$ cat config.mk
export PLATFORM = sky130hd
export DESIGN_NAME = rbs_ded_cell
export DESIGN_NICKNAME = d
export VERILOG_FILES = /design/src/rbs_pkg.sv /design/src/rbs_ded_cell.sv
export SDC_FILE = /design/constraint.sdc
export NUM_CORES = 1
export LEC_CHECK = 0
export ABC_AREA = 1
export BUFFER_PORTS_ARGS = -buffer_cell sky130_fd_sc_hd__buf_2
export CORE_MARGIN = 2
export CORE_UTILIZATION = 43
export CTS_CLUSTER_DIAMETER = 60
export DETAILED_ROUTE_END_ITERATION = 16
export PLACE_DENSITY = 0.81
export SLEW_MARGIN = 10
export SYNTH_ARGS = -nofsm -noshare
export SYNTH_HDL_FRONTEND = slang
export SYNTH_SLANG_ARGS = --single-unit
$ cat constraint.sdc
create_clock -name clk -period 4.9 [get_ports clk]
set_input_delay 1.47 -clock clk [delete_from_list [all_inputs] [get_ports clk]]
set_output_delay 1.47 -clock clk [all_outputs]
set_load 0.03 [all_outputs]
$ cat src/rbs_pkg.sv
// Shared types and constants for the region bump suballocator.
// No dependencies.
package rbs_pkg;

  localparam int SLOT_W = 8;
  localparam logic [30:0] ID_LIMIT = 31'h7FFF_FFFF;
  localparam logic [6:0] ACTIVE_LIMIT = 7'd127;

  localparam logic [1:0] REQ_ALLOC = 2'd0;
  localparam logic [1:0] REQ_FREE = 2'd1;

  localparam logic [1:0] CFG_REGION_SIZE = 2'd0;
  localparam logic [1:0] CFG_DED_THRESHOLD = 2'd1;
  localparam logic [1:0] CFG_MIXED_GRAN = 2'd2;

  typedef enum logic [1:0] {
    ST_OK = 2'd0,
    ST_NOT_FOUND = 2'd1,
    ST_FULL = 2'd2,
    ST_ID_ZERO = 2'd3
  } status_t;

  typedef enum logic [1:0] {S_IDLE, S_SCAN, S_DIV, S_FINISH} state_t;

  typedef enum logic [1:0] {RC_NONE, RC_OPEN, RC_BUMP, RC_FREE} rop_t;
  typedef enum logic [1:0] {DC_NONE, DC_ALLOC, DC_FREE} dop_t;

  typedef struct packed {
    rop_t op;
    logic [SLOT_W-1:0] idx;
    logic [30:0] first;
    logic [31:0] fill;
    logic lin;
  } rcmd_t;

  typedef struct packed {
    logic live_found;
    logic [30:0] best_first;
    logic [SLOT_W-1:0] best_idx;
    logic free_found;
    logic [SLOT_W-1:0] free_idx;
  } rtok_t;

  typedef struct packed {
    logic live;
    logic [30:0] first;
    logic [6:0] active;
    logic [31:0] fill;
    logic last_lin;
  } rview_t;

  typedef struct packed {
    dop_t op;
    logic [SLOT_W-1:0] idx;
    logic [30:0] key;
    logic [31:0] len;
  } dcmd_t;

  typedef struct packed {
    logic hit;
    logic [SLOT_W-1:0] hit_idx;
    logic [31:0] hit_len;
    logic free_found;
    logic [SLOT_W-1:0] free_idx;
  } dtok_t;

endpackage

$ cat src/rbs_ded_cell.sv
// One dedicated slot: holds key and length, matches the searched key.
// Depends on rbs_pkg.
module rbs_ded_cell import rbs_pkg::*; (
  input  logic              clk,
  input  logic              rst,
  input  logic [SLOT_W-1:0] my_idx,
  input  logic [31:0]       mag,
  input  dcmd_t             cmd,
  input  dtok_t             tok_in,
  output dtok_t             tok_out
);

  logic        live;
  logic [30:0] key;
  logic [31:0] len;
  logic        sel;
  dtok_t       tok_next;

  assign sel = (cmd.idx == my_idx);

  always_ff @(posedge clk) begin
    if (rst) begin
      live <= 1'b0;
    end else if (sel) begin
      case (cmd.op)
        DC_ALLOC: live <= 1'b1;
        DC_FREE: live <= 1'b0;
        default: ;
      endcase
    end
  end

  always_ff @(posedge clk) begin
    if (sel && cmd.op == DC_ALLOC) begin
      key <= cmd.key;
      len <= cmd.len;
    end
  end

  always_comb begin
    tok_next = tok_in;
    if (!tok_in.hit && live && {1'b0, key} == mag) begin
      tok_next.hit = 1'b1;
      tok_next.hit_idx = my_idx;
      tok_next.hit_len = len;
    end
    if (!tok_in.free_found && !live) begin
      tok_next.free_found = 1'b1;
      tok_next.free_idx = my_idx;
    end
  end

  always_ff @(posedge clk) begin
    if (rst) begin
      tok_out <= '0;
    end else begin
      tok_out <= tok_next;
    end
  end

endmodule

Word-level counts from Yosys, hierarchy flattened:

Cells that the tools add are included.

* shift operators: 0
* $lt $le $gt $ge: 0
* $add $sub $neg: 0
* div/mod/pow operators: 0
* bitwise logic cells: 0
* reductions and logical operators: 9
* multiplexer cells: 3
* eq/ne operators: 4
* multiply operators: 0

Operator list (number)
* 41-bit 2-to-1 mux: 1
* 31-bit by 32-bit equality test with 1-bit output: 1
* 9-bit 2-to-1 mux: 1
* 8-bit equality test: 1
* 1-bit logical AND: 4
* 1-bit zero test: 3
* 2-bit by 1-bit equality test with 1-bit output, second input constant: 1
* 2-bit equality test, second input constant: 1
* 1-bit case mux with 2 select lines: 1
* 2-bit AND reduction: 1
* 2-bit nonzero test: 1

* register bits: 114
* output and inout bits: 50
* word-level logic and storage cells: 24
* input port bits: 165
* memory bits (writable): 0
* memories kept: 0
* bits in read-only memories: 0
* latch bits: 0

Logic depth before layout (Yosys ltp):

Gate-level depths: netlist (run 1).

* word-level depth: 4
* depth in mapped cells: 12
* depth with buffers taken out: 11

Worst setup path after synthesis (run 1):

OpenSTA, ideal clock, no wires.

* path kind: input port to flip-flop
* start point: input port my_idx[7]
* end point: register key[0] (enable)
* stages: 4
* library setup time: 484 ps
* data required time: 4416 ps
* buffers on the path: 0
* arrival time: 4517 ps
* setup slack: -101 ps
* cells stage by stage: xor2_1 -> nor3_1 -> nand2_1 -> nor2_1

* cells in the longest elaborated chain, start to end: 2

RTL lines
* from (decl): line rbs_ded_cell.sv:6 `input logic [SLOT_W-1:0] my_idx,`
* 8-bit equality test: line rbs_ded_cell.sv:19 `assign sel = (cmd.idx == my_idx);`
* 1-bit logical AND: line rbs_ded_cell.sv:34 `if (sel && cmd.op == DC_ALLOC) begin`
* to (signal assigned): line rbs_ded_cell.sv:35 `key <= cmd.key;`
* to (decl): line rbs_ded_cell.sv:14 `logic [30:0] key;`

Every way passes these cells.
A chain may end at the register's enable or synchronous reset.

Worst setup path after layout (run 1):

* start point: input port tok_in[49] (netlist bit)
* end point: register tok_out[12] (netlist bit)

* cells in the longest elaborated chain, start to end: 4

RTL lines
* from (decl): line rbs_ded_cell.sv:9 `input dtok_t tok_in,`
* 1-bit zero test: line rbs_ded_cell.sv:42 `if (!tok_in.hit && live && {1'b0, key} == mag) begin`
* 1-bit logical AND (2 in a row): line rbs_ded_cell.sv:42
* 41-bit 2-to-1 mux: line rbs_ded_cell.sv:42
* to (signal assigned): line rbs_ded_cell.sv:57 `tok_out <= tok_next;`
* to (decl): line rbs_ded_cell.sv:10 `output dtok_t tok_out`

Every way passes these cells.

==> results of run 1 <==
cells in the mapped netlist, drive strengths merged:
cell / instances / area, um2
nand2: 114 / 428
ha: 2 / 25.0
edfxtp: 63 / 1890
o21ai: 9 / 45.0
xnor2: 24 / 210
dfxtp: 51 / 1020
nor3: 2 / 10.0
clkinv: 1 / 3.75
inv: 83 / 312
xor2: 12 / 105
buf: 15 / 96.3
clkbuf: 3 / 11.3
nand3: 40 / 200
nor2: 123 / 472
a21oi: 8 / 40.0
kinds of logic after synthesis:
kind of cell             Yosys count
AO/OA/AOI/OAI                     17
XOR/XNOR                          36
adder cells (fa/ha/maj)            2
buffers and inverters            102
flip-flops                       114
AND/OR/NAND/NOR                  279
flip-flops by register name, summed over array words and instances, names as in the netlist:
| signal | cells |
|---|---|
| live | 1 |
| len | 32 |
| key | 31 |
| tok_out | 50 |
where the power goes:
group / internal (mW) / switching (mW)
Combinational: 0.0946 / 0.125
Sequential: 1.03 / 0.00574
Clock: 0.731 / 0.444
per-layer routing:
metal,wire [um],share of wire,track usage
met5,25,0.0022,0
met4,280,0.025,0.0858
met3,959,0.084,0.0796
met2,5550,0.49,0.324
met1,4550,0.40,0.209
worst min-delay path by stage:
stage / startpoint / end / depth (start not counted) / slack (ns)
after global routing: len[15] / tok_out[24] / 4 / 0.61
final: live / tok_out[8] / 3 / 0.54
after CTS: live / tok_out[8] / 3 / 0.55
after floorplan: live / tok_out[8] / 3 / 0.49
after detailed placement: live / tok_out[8] / 3 / 0.54
after global placement: live / tok_out[8] / 3 / 0.53
stage by stage:
step,hold WS [ns],instance area (um2),util
after CTS,0.550,6620,0.605
after global placement,0.533,6050,0.553
after detailed placement,0.536,6050,0.553
final,0.538,6620,0.605
after global routing,0.608,6620,0.605
after floorplan,0.494,4870,-
critical path, stage by stage:
cell and delay [ns]:
buf_2 0.12, nor3_1 0.20, nand2_1 0.08, nor2_1 0.12
nand2_1 0.11, nor2_4 0.72, nand3_1 0.14, nand2_1 0.12
nor2_1 0.08
placed cells by master (no fill, tap or decap), drive strengths merged:
cell,n
a21oi,8
buf,216
bufinv,1
clkbuf,18
clkinv,4
clkinvlp,2
dfxtp,51
diode,1
edfxtp,63
ha,2
inv,91
nand2,114
nand3,40
nor2,123
nor3,2
o21ai,9
xnor2,24
xor2,12
cell type report:
class / count / area, um2 / share of cell area
inverter: 84 / 315 / 0.0476
multi-input combinational: 334 / 1560 / 0.235
clock inverter: 14 / 121 / 0.0183
timing repair buffer: 216 / 1090 / 0.164
antenna: 1 / 2.50 / 0.000378
tap: 140 / 175 / 0.0265
sequential: 114 / 2910 / 0.440
clock buffer: 18 / 450 / 0.0680
==> results.md, run 1 <==
* Rows at 38
* CTS Hold Bufs at 0
* H-tree levels at 4
* Peak VDD IR at 0.281 mV
* Critical path class: in -> reg
* Post CTS Setup Buffer Count at 0
* End of the critical path: tok_out[12]
* Hold Vio Cnt, Final at 0
* GPL Wtd Cong at 0.871
* Fin nets at 934
* Post-CTS Resized at 0
* Worst-Margin Slew at 0.954 ns
* HPWL Detailed at 8.36 mm
* Post-Syn Instances at 550
* Crit path required time at 5.19 ns
* Worst setup EP type: flip-flop
* Global router's overall resource usage at 0.191
* Simple-gate share of the synthesized area at 0.228
* Adder-cell share of the synthesized area at 0.00514
* Total Wirelength at 11.4 mm
* Detailed-route DRC error count at 0
* Main combinational cell family by area after synthesis: simple AND/OR/NAND/NOR gates
* Vias in the first global route at 3864
* Die ar. at 0.0122 mm2
* Capturing point of the worst reg2reg path: tok_out[12]
* Drt first pass iters at 4
* Crit path launch: tok_in[49]
* Status: complete, no violations
* Seq/Total Area, Yosys at 0.598
* IO buf count at 214
* Share of cells above drive strength 1 at 0.324
* Worst hold path type: reg -> reg
* RSZ-0062 raised after global routing: no
* Synth warn at 0
* Final setup viols at 0
* Yosys cell types at 20
* CP Launch Type: primary input
* Num CTS Buffers at 17
* Core area at 0.0109 mm2
* Final Total Pwr at 2.43 mW
* Worst r2r src: key[30]
* Initial antenna violation count at 4
* Average vias per placed instance at 4.43
* Synthesized Nets at 717
* Total gr overflow at 0
* Pwr per Cell Area at 368 mW/mm2
* R2r worst-path depth at 8
* Clk_lat worst skew at 0.40 ns
* Clk buf depth at 2
* Mean Syn Cell Area at 8.86 um2
* Initial Util at 0.445
* Syn Std Cell Area at 0.00487 mm2
* Setup ws final at 2.02 ns
* Setup_tns at 0 ns
* Root buf cell: clkbuf_16
* Synth Area in Compound Gates at 0.0175
* Num Clock Sinks at 114
* FMAX at 0.347 GHz
* XOR/XNOR share of the synthesized area at 0.0647
* Largest net degree at the start of global routing at 64
* Wire length per cell at 12.3 um
* Max-slew violations at 0
* Minimum clock period at 2.88 ns
* Worst EP arrival at 3.17 ns
* Filler cells at 941
* Clock transition at path regs at 0.06 ns
* Synthesis-to-finish area growth at 35.9%
* Die Ht at 110 um
* Width of the die at 110 um
* Ports at 215
* Finished Layout Cells at 921
* Dpl cells at 888
* CTS tree: yes
* Pre-CTS setup slack at 1.54 ns
* Synthesis-stage register bit count at 114
* Vias at 4083
* Part of the cycle the worst path needs at 0.588
* Crit Path Max Fanout at 40
* Slew HR at 0.362
* Max Cap Viol at 0
* Mux share of post-synthesis cell area at 0
* Reg2Reg Setup Slack at 2.80 ns
* Pleak at 3.29 nW
* First-pass GRT wire length at 18.3 mm
* Starting DRC count in detailed routing at 314
* Layout Skew at 0.00762 ns
* Antenna Nets Post-Route at 0
Note: power is estimated with default switching activity, not from simulation.
==> inputs of run 2 (changes only) <==
--- a/config.mk
+++ b/config.mk
@@ -5,13 +5,13 @@
 export SDC_FILE = /design/constraint.sdc
 export NUM_CORES = 1
 export LEC_CHECK = 0
-export ABC_AREA = 1
+export ABC_AREA = 0
 export BUFFER_PORTS_ARGS = -buffer_cell sky130_fd_sc_hd__buf_2
 export CORE_MARGIN = 2
-export CORE_UTILIZATION = 43
+export CORE_UTILIZATION = 42
 export CTS_CLUSTER_DIAMETER = 60
 export DETAILED_ROUTE_END_ITERATION = 16
-export PLACE_DENSITY = 0.81
+export PLACE_DENSITY = 0.8
 export SLEW_MARGIN = 10
 export SYNTH_ARGS = -nofsm -noshare
 export SYNTH_HDL_FRONTEND = slang
==> constraint.sdc (replaced) <==
create_clock -name clk -period 2.65 [get_ports clk]
set_input_delay 0.795 -clock clk [delete_from_list [all_inputs] [get_ports clk]]
set_output_delay 0.795 -clock clk [all_outputs]
set_load 0.03 [all_outputs]
==> run 2 against run 1 <==
Core utilization is 1.3 points lower. Routed wire length is 9.6% lower. Die area is 3.8% lower. Critical path type unchanged. Largest power group unchanged.
==> results.md, run 2 <==
* Status: complete, no violations (unchanged)
* Final Total Pwr at 4.49 mW (was 2.43 mW)
* Antenna Nets Post-Route at 0 (unchanged)
* HPWL Detailed at 7.54 mm (was 8.36 mm)
* Worst EP arrival at 2.57 ns (was 3.17 ns)
* Biggest regs: tok_out: 50 flops, len: 32 flops, key: 31 flops (unchanged)
* Final setup viols at 0 (unchanged)
* Part of the cycle the worst path needs at 0.831
* Num CTS Buffers at 17 (unchanged)
* Crit path required time at 3.02 ns (was 5.19 ns)
* CTS Hold Bufs at 0 (unchanged)
* Synth warn at 0 (unchanged)
* FMAX at 0.454 GHz
* FFs w/ async S/R, synth at 0 (unchanged)
* Core area at 0.0107 mm2 (was 0.0109 mm2)
* IO buf count at 214 (unchanged)
* Most frequent cell after synthesis: nand2b_1 (was nor2_1)
* Die Ht at 108 um (was 110 um)
* Yosys cell types at 20 (unchanged)
* Peak VDD IR at 0.281 mV (about the same)
* First-pass GRT wire length at 15.4 mm (was 18.3 mm)
* Reg area at 0.00291 mm2 (unchanged)
* Worst setup EP type: flip-flop (unchanged)
* Commonest non-fill, non-tap cell in the layout: buf_2 (unchanged)
* Vias at 3281 (was 4083)
* Layout Skew at 0.0105 ns (was 0.00762 ns)
* Drt first pass iters at 6 (was 4)
* Detailed-route DRC error count at 0 (unchanged)
* Dpl cells at 684 (was 888)
* Rows at 38 (unchanged)
* Pleak at 3.04 nW (was 3.29 nW)
* Finished Layout Cells at 716 (was 921)
* Starting DRC count in detailed routing at 171 (was 314)
* Cell taking the most area after synthesis: edfxtp_1 (unchanged)
* CP Launch Type: primary input (unchanged)
* Global router's overall resource usage at 0.176 (was 0.191)
* GPL Wtd Cong at 0.786 (was 0.871)
* Seq/Total Area, Yosys at 0.637 (was 0.598)
* H-tree levels at 4 (unchanged)
* Hold Vio Cnt, Final at 0 (unchanged)
* RSZ-0062 raised after global routing: no (unchanged)
* Most flop-heavy register: tok_out (unchanged)
* Slew HR at 0.675 (was 0.362)
* Num Clock Sinks at 114 (unchanged)
* Clk buf depth at 2 (unchanged)
* Ports at 215 (unchanged)
* Yosys top cell area share at 0.414 (was 0.388)
* R2r worst-path depth at 7 (was 8)
* Dominant synthesized flop cell: edfxtp_1 (unchanged)
* Vias in the first global route at 3355 (was 3864)
* Worst Hold Depth at 1 (was 3)
* Total Wirelength at 10.3 mm (was 11.4 mm)
* Critical-path cell list: buf_2, xor2_1, nor4_1, buf_4, nand4_1, or4_4, buf_12, mux2i_1 (was buf_2, nor3_1, nand2_1, nor2_1, nand2_1, nor2_4, nand3_1, nand2_1, nor2_1)
* Pwr per Cell Area at 705 mW/mm2 (was 368 mW/mm2)
* Max Cap Viol at 0 (unchanged)
* Slowest stage delay, CP at 0.54 ns (was 0.72 ns)
* Critical path class: in -> reg (unchanged)
* Clk_lat worst skew at 0.50 ns (was 0.40 ns)
* Delay-heaviest family, CP: simple AND/OR/NAND/NOR gates (unchanged)
* Worst Path Buf+Inv at 3 (was 1)
* Post-CTS Resized at 0 (unchanged)
* Mean Syn Cell Area at 13.4 um2 (was 8.86 um2)
* Wire length per cell at 14.4 um (was 12.3 um)
* Worst-Margin Slew at 0.485 ns (was 0.954 ns)
* Synthesis-to-finish area growth at 39.3% (was 35.9%)
* Share of cells above drive strength 1 at 0.439 (was 0.324)
* # diodes at 0 (was 1)
* Filler cells at 882 (was 941)
* CTS tree: yes (unchanged)
* Synthesized Nets at 509 (was 717)
* Commonest cells after routing, fill and taps aside: buf_2 (214), nand2b_1 (80), edfxtp_1 (63), dfxtp_1 (51), mux2i_1 (40) (was buf_2 (214), nor2_1 (118), nand2_1 (114), inv_1 (82), edfxtp_1 (63))
* Clock transition at path regs at 0.06 ns (about the same)
* Root buf cell: clkbuf_8 (was clkbuf_16)
* Average vias per placed instance at 4.58 (was 4.43)
* Fin nets at 730 (was 934)
* Width of the die at 108 um (was 110 um)
* Max-slew violations at 0 (unchanged)
* Minimum clock period at 2.20 ns
* Largest net degree at the start of global routing at 92 (was 64)
* Top cells by count, synth: nand2b_1 (80), edfxtp_1 (63), dfxtp_1 (51), mux2i_1 (40), xor2_1 (25) (was nor2_1 (121), nand2_1 (114), inv_1 (82), edfxtp_1 (63), dfxtp_1 (51))
* Initial Util at 0.425 (was 0.445)
* Final Util at 0.592 (was 0.605)
* Initial antenna violation count at 1 (was 4)
* Multi-input gate area at 0.00154 mm2 (was 0.00156 mm2)
* Post CTS Setup Buffer Count at 0 (unchanged)
* Worst hold path type: in -> reg (was reg -> reg)
* Largest cells by area after synthesis: edfxtp_1 (41%), dfxtp_1 (22%), nand2b_1 (11%) (was edfxtp_1 (39%), dfxtp_1 (21%), nor2_1 (9.3%))
* Synthesis-stage register bit count at 114 (unchanged)
* Syn Std Cell Area at 0.00457 mm2 (was 0.00487 mm2)
* Die ar. at 0.0117 mm2 (was 0.0122 mm2)
* CP max stage cell: or4_4 (was nor2_4)
* Crit Path Max Fanout at 41 (was 40)
* Total gr overflow at 0 (unchanged)
* EDFF count, synth at 63 (unchanged)
* Post-Syn Instances at 342 (was 550)
* WP depth at 8 (was 9)
* Largest register FFs at 50 (unchanged)
run 2: changes by cell type after synthesis, sizes merged, moves of 6 or more:
cell and change:
mux2i +40, buf -10, xnor2 -10, nor2 -121, nand3 -40, nand2 -105, nor4 +6, clkbuf +9
inv -78, xor2 +13, nand2b +80
run 2: path summary, 6_finish.rpt:
path,startpoint,to,slack [ns]
setup / recovery,mag[18],tok_out[25],0.45
hold reg to reg,len[0],tok_out[9],0.51
hold / removal,cmd[38],key[6],0.47
setup reg to reg,key[18],tok_out[25],0.48
run 2: per-layer routing:
| layer | vias to the layer above | GRT usage | share of wire |
|---|---|---|---|
| li1 | 1618 | - | - |
| met1 | 1510 | 0.189 | 0.39 |
| met2 | 137 | 0.306 | 0.51 |
| met3 | 14 | 0.0633 | 0.081 |
| met4 | 2 | 0.0842 | 0.016 |
| met5 | - | 0 | 0.0013 |
run 2: through the flow:
step	cell area, um2	setup slack (ns)	hold WS [ns]	setup TNS (ns)
floorplan	4600	-0.444	0.484	-27.95
global route	6360	0.349	0.437	0
CTS	6360	0.450	0.437	0
global placement	5790	-0.0629	0.488	-2.41
detailed placement	5790	-0.0716	0.505	-2.15
finish	6360	0.449	0.471	0
run 2: worst register-to-register path, stage by stage (launching register included):
cell,delay (ns)
edfxtp_1,0.37
xor2_1,0.15
nor4_1,0.31
buf_4,0.17
nand4_1,0.08
or4_4,0.54
buf_12,0.19
mux2i_1,0.23
run 2: cell families (layout without fill, tap and decap cells):
logic type / Yosys count / after routing / share of synthesized area
DFF: 114 / 114 / 0.637
xor gates and xnor gates: 39 / 39 / 0.0748
muxes: 40 / 40 / 0.0876
and+or+nand+nor: 106 / 106 / 0.139
AOI/OAI and AO/OA: 19 / 19 / 0.0214
adders and majority gates: 2 / 2 / 0.00548
buffers and inverters: 22 / 256 / 0.0340
run 2: area by class of cell:
cell class	count	share of cell area
tap	140	0.0275
inverter	5	0.00295
multi-input combinational	206	0.241
sequential	114	0.458
clock buffer	20	0.0702
clock inverter	12	0.0203
timing repair buffer	219	0.180
run 2: power by group:
group | internal (mW) | switching [mW]
Sequential | 1.91 | 0.0108
Combinational | 0.185 | 0.213
Clock | 1.39 | 0.776
==> inputs of run 3 (changes only) <==
--- a/config.mk
+++ b/config.mk
@@ -8,10 +8,10 @@
 export ABC_AREA = 0
 export BUFFER_PORTS_ARGS = -buffer_cell sky130_fd_sc_hd__buf_2
 export CORE_MARGIN = 2
-export CORE_UTILIZATION = 42
+export CORE_UTILIZATION = 46
 export CTS_CLUSTER_DIAMETER = 60
 export DETAILED_ROUTE_END_ITERATION = 16
-export PLACE_DENSITY = 0.8
+export PLACE_DENSITY = 0.83
 export SLEW_MARGIN = 10
 export SYNTH_ARGS = -nofsm -noshare
 export SYNTH_HDL_FRONTEND = slang
==> constraint.sdc (replaced) <==
create_clock -name clk -period 2.1 [get_ports clk]
set_input_delay 0.63 -clock clk [delete_from_list [all_inputs] [get_ports clk]]
set_output_delay 0.63 -clock clk [all_outputs]
set_load 0.03 [all_outputs]
==> run 3 against run 2 <==
First-iteration DRC count fell by 37%. Setup slack got worse by 0.34 ns. Die area decreased by 8.4%. Critical path depth is 2 lower. Routed wire length down 3.5%. Global-route usage rose by 1.5 points. Via count increased by 0.27%. Critical path type is now reg -> reg.
==> results.md, run 3 (synthesis gave the netlist of run 2 again) <==
* First-pass GRT wire length at 15.7 mm (was 15.4 mm)
* Die ar. at 0.0107 mm2 (was 0.0117 mm2)
* FMAX at 0.501 GHz
* Final setup viols at 0 (unchanged)
* Commonest cells after routing, fill and taps aside: buf_2 (214), nand2b_1 (80), edfxtp_1 (63), dfxtp_1 (51), mux2i_1 (39) (was buf_2 (214), nand2b_1 (80), edfxtp_1 (63), dfxtp_1 (51), mux2i_1 (40))
* Final Cell Area at 0.00646 mm2 (was 0.00636 mm2)
* H-tree levels at 4 (unchanged)
* Clk_lat worst skew at 0.50 ns (about the same)
* Antenna Nets Post-Route at 0 (unchanged)
* Max-slew violations at 0 (unchanged)
* Worst setup EP type: flip-flop (unchanged)
* Max Cap Viol at 0 (unchanged)
* Synthesis-to-finish area growth at 41.5% (was 39.3%)
* Num CTS Buffers at 17 (unchanged)
* Ports at 215 (unchanged)
* CTS Hold Bufs at 0 (unchanged)
* Rows at 36 (was 38)
* Global router's overall resource usage at 0.191 (was 0.176)
* Final Util at 0.664 (was 0.592)
* Commonest non-fill, non-tap cell in the layout: buf_2 (unchanged)
* Largest register FFs at 50 (unchanged)
* GPL Wtd Cong at 0.801 (was 0.786)
* Detailed-route DRC error count at 0 (unchanged)
* Clk buf depth at 2 (unchanged)
* Filler cells at 758 (was 882)
* IO buf count at 214 (unchanged)
* Layout Skew at 0.00757 ns (was 0.0105 ns)
* Worst Path Buf+Inv at 1 (was 3)
* Total gr overflow at 0 (unchanged)
* Worst-Margin Slew at 0.477 ns (was 0.485 ns)
* # diodes at 0 (unchanged)
* Delay-heaviest family, CP: simple AND/OR/NAND/NOR gates (unchanged)
* Core area at 0.00973 mm2 (was 0.0107 mm2)
* Dpl cells at 680 (was 684)
* Clock transition at path regs at 0.06 ns (about the same)
* Post CTS Setup Buffer Count at 0 (unchanged)
* Final Total Pwr at 5.85 mW (was 4.49 mW)
* Drt first pass iters at 4 (was 6)
* Worst hold path type: in -> reg (unchanged)
* Initial Util at 0.470 (was 0.425)
* Hold Vio Cnt, Final at 0 (unchanged)
* Placed cell area at 0.00583 mm2 (was 0.00579 mm2)
* Pwr per Cell Area at 905 mW/mm2 (was 705 mW/mm2)
* Share of cells above drive strength 1 at 0.453 (was 0.439)
* Worst Hold Depth at 1 (unchanged)
* Vias in the first global route at 3415 (was 3355)
* Crit Path Max Fanout at 24 (was 41)
* CP Launch Type: flip-flop (was primary input)
* Peak VDD IR at 0.545 mV (was 0.281 mV)
* Crit path required time at 2.48 ns (was 3.02 ns)
* Slew HR at 0.681 (was 0.675)
* Status: complete, no violations (unchanged)
* Minimum clock period at 1.99 ns
* Num Clock Sinks at 114 (unchanged)
* WP depth at 6 (was 8)
* Total Wirelength at 9.92 mm (was 10.3 mm)
* Width of the die at 104 um (was 108 um)
* WHS at 0.296 ns (was 0.471 ns)
* Root buf cell: clkbuf_8 (unchanged)
* RSZ-0062 raised after global routing: no (unchanged)
* Average vias per placed instance at 4.62 (was 4.58)
* Part of the cycle the worst path needs at 0.950
* Wire length per cell at 13.9 um (was 14.4 um)
* CP max stage cell: or4_4 (unchanged)
* Most flop-heavy register: tok_out (unchanged)
* CTS tree: yes (unchanged)
* Die Ht at 104 um (was 108 um)
* Finished Layout Cells at 712 (was 716)
* R2r worst-path depth at 6 (was 7)
* Worst EP arrival at 2.38 ns (was 2.57 ns)
* Largest net degree at the start of global routing at 92 (unchanged)
* Initial antenna violation count at 0 (was 1)
* Biggest regs: tok_out: 50 flops, len: 32 flops, key: 31 flops (unchanged)
* Slowest stage delay, CP at 0.48 ns (was 0.54 ns)
* Starting DRC count in detailed routing at 107 (was 171)
* Vias at 3290 (was 3281)
* Critical-path cell list: xor2_1, nor4_2, nand4_1, or4_4, buf_12, mux2i_2 (was buf_2, xor2_1, nor4_1, buf_4, nand4_1, or4_4, buf_12, mux2i_1)
* Fin nets at 733 (was 730)
* Pleak at 3.08 nW (was 3.04 nW)
* Critical path class: reg -> reg (was in -> reg)
* HPWL Detailed at 7.25 mm (was 7.54 mm)
## run 3: cell types whose count changed in the layout (fill, tap and decap cells not counted), moves of 2 or more
cell and delta:
nor4_2 +2, buf_12 +2, clkbuf_8 +2, nor4_1 -2
## run 3: power breakdown
part / switching [mW] / total [mW] / internal, mW
combinational: 0.268 / 0.504 / 0.236
sequential: 0.0135 / 2.42 / 2.41
clock: 0.982 / 2.92 / 1.94
## run 3: timing repair
action	in CTS	in global routing
endpoints found under the hold margin	0	0
resized for setup	2	1
setup endpoints to repair	14	2
pin swaps	2	0
## run 3: worst paths after layout
| path | startpoint | endpoint | slack, ns |
|---|---|---|---|
| setup / recovery | key[30] | tok_out[26] | 0.11 |
| hold / removal | cmd[50] | key[18] | 0.30 |
| setup reg to reg | key[30] | tok_out[26] | 0.11 |
| hold reg to reg | len[9] | tok_out[18] | 0.51 |
## run 3: final cells by class
cell class	instances	area, um2	area share
clock buffer	21	470	0.0728
clock inverter	11	148	0.0228
inverter	5	18.8	0.00290
multi-input combinational	206	1560	0.241
sequential	114	2910	0.451
tap	133	166	0.0257
timing repair buffer	222	1190	0.185
## run 3: per-stage QoR
step | worst slack (ns) | setup TNS (ns)
after CTS | 0.0662 | 0
after floorplan | -0.829 | -54.98
after detailed placement | -0.354 | -14.66
after global routing | 0.00186 | 0
final | 0.106 | 0
after global placement | -0.307 | -12.73
## run 3: per-layer routing
layer  track usage  vias up  wire (um)
met5             0        -          0
met4        0.0734        0        153
met3        0.0768       16        833
met2         0.333      160       4970
met1         0.209     1491       3960
li1              -     1623          -
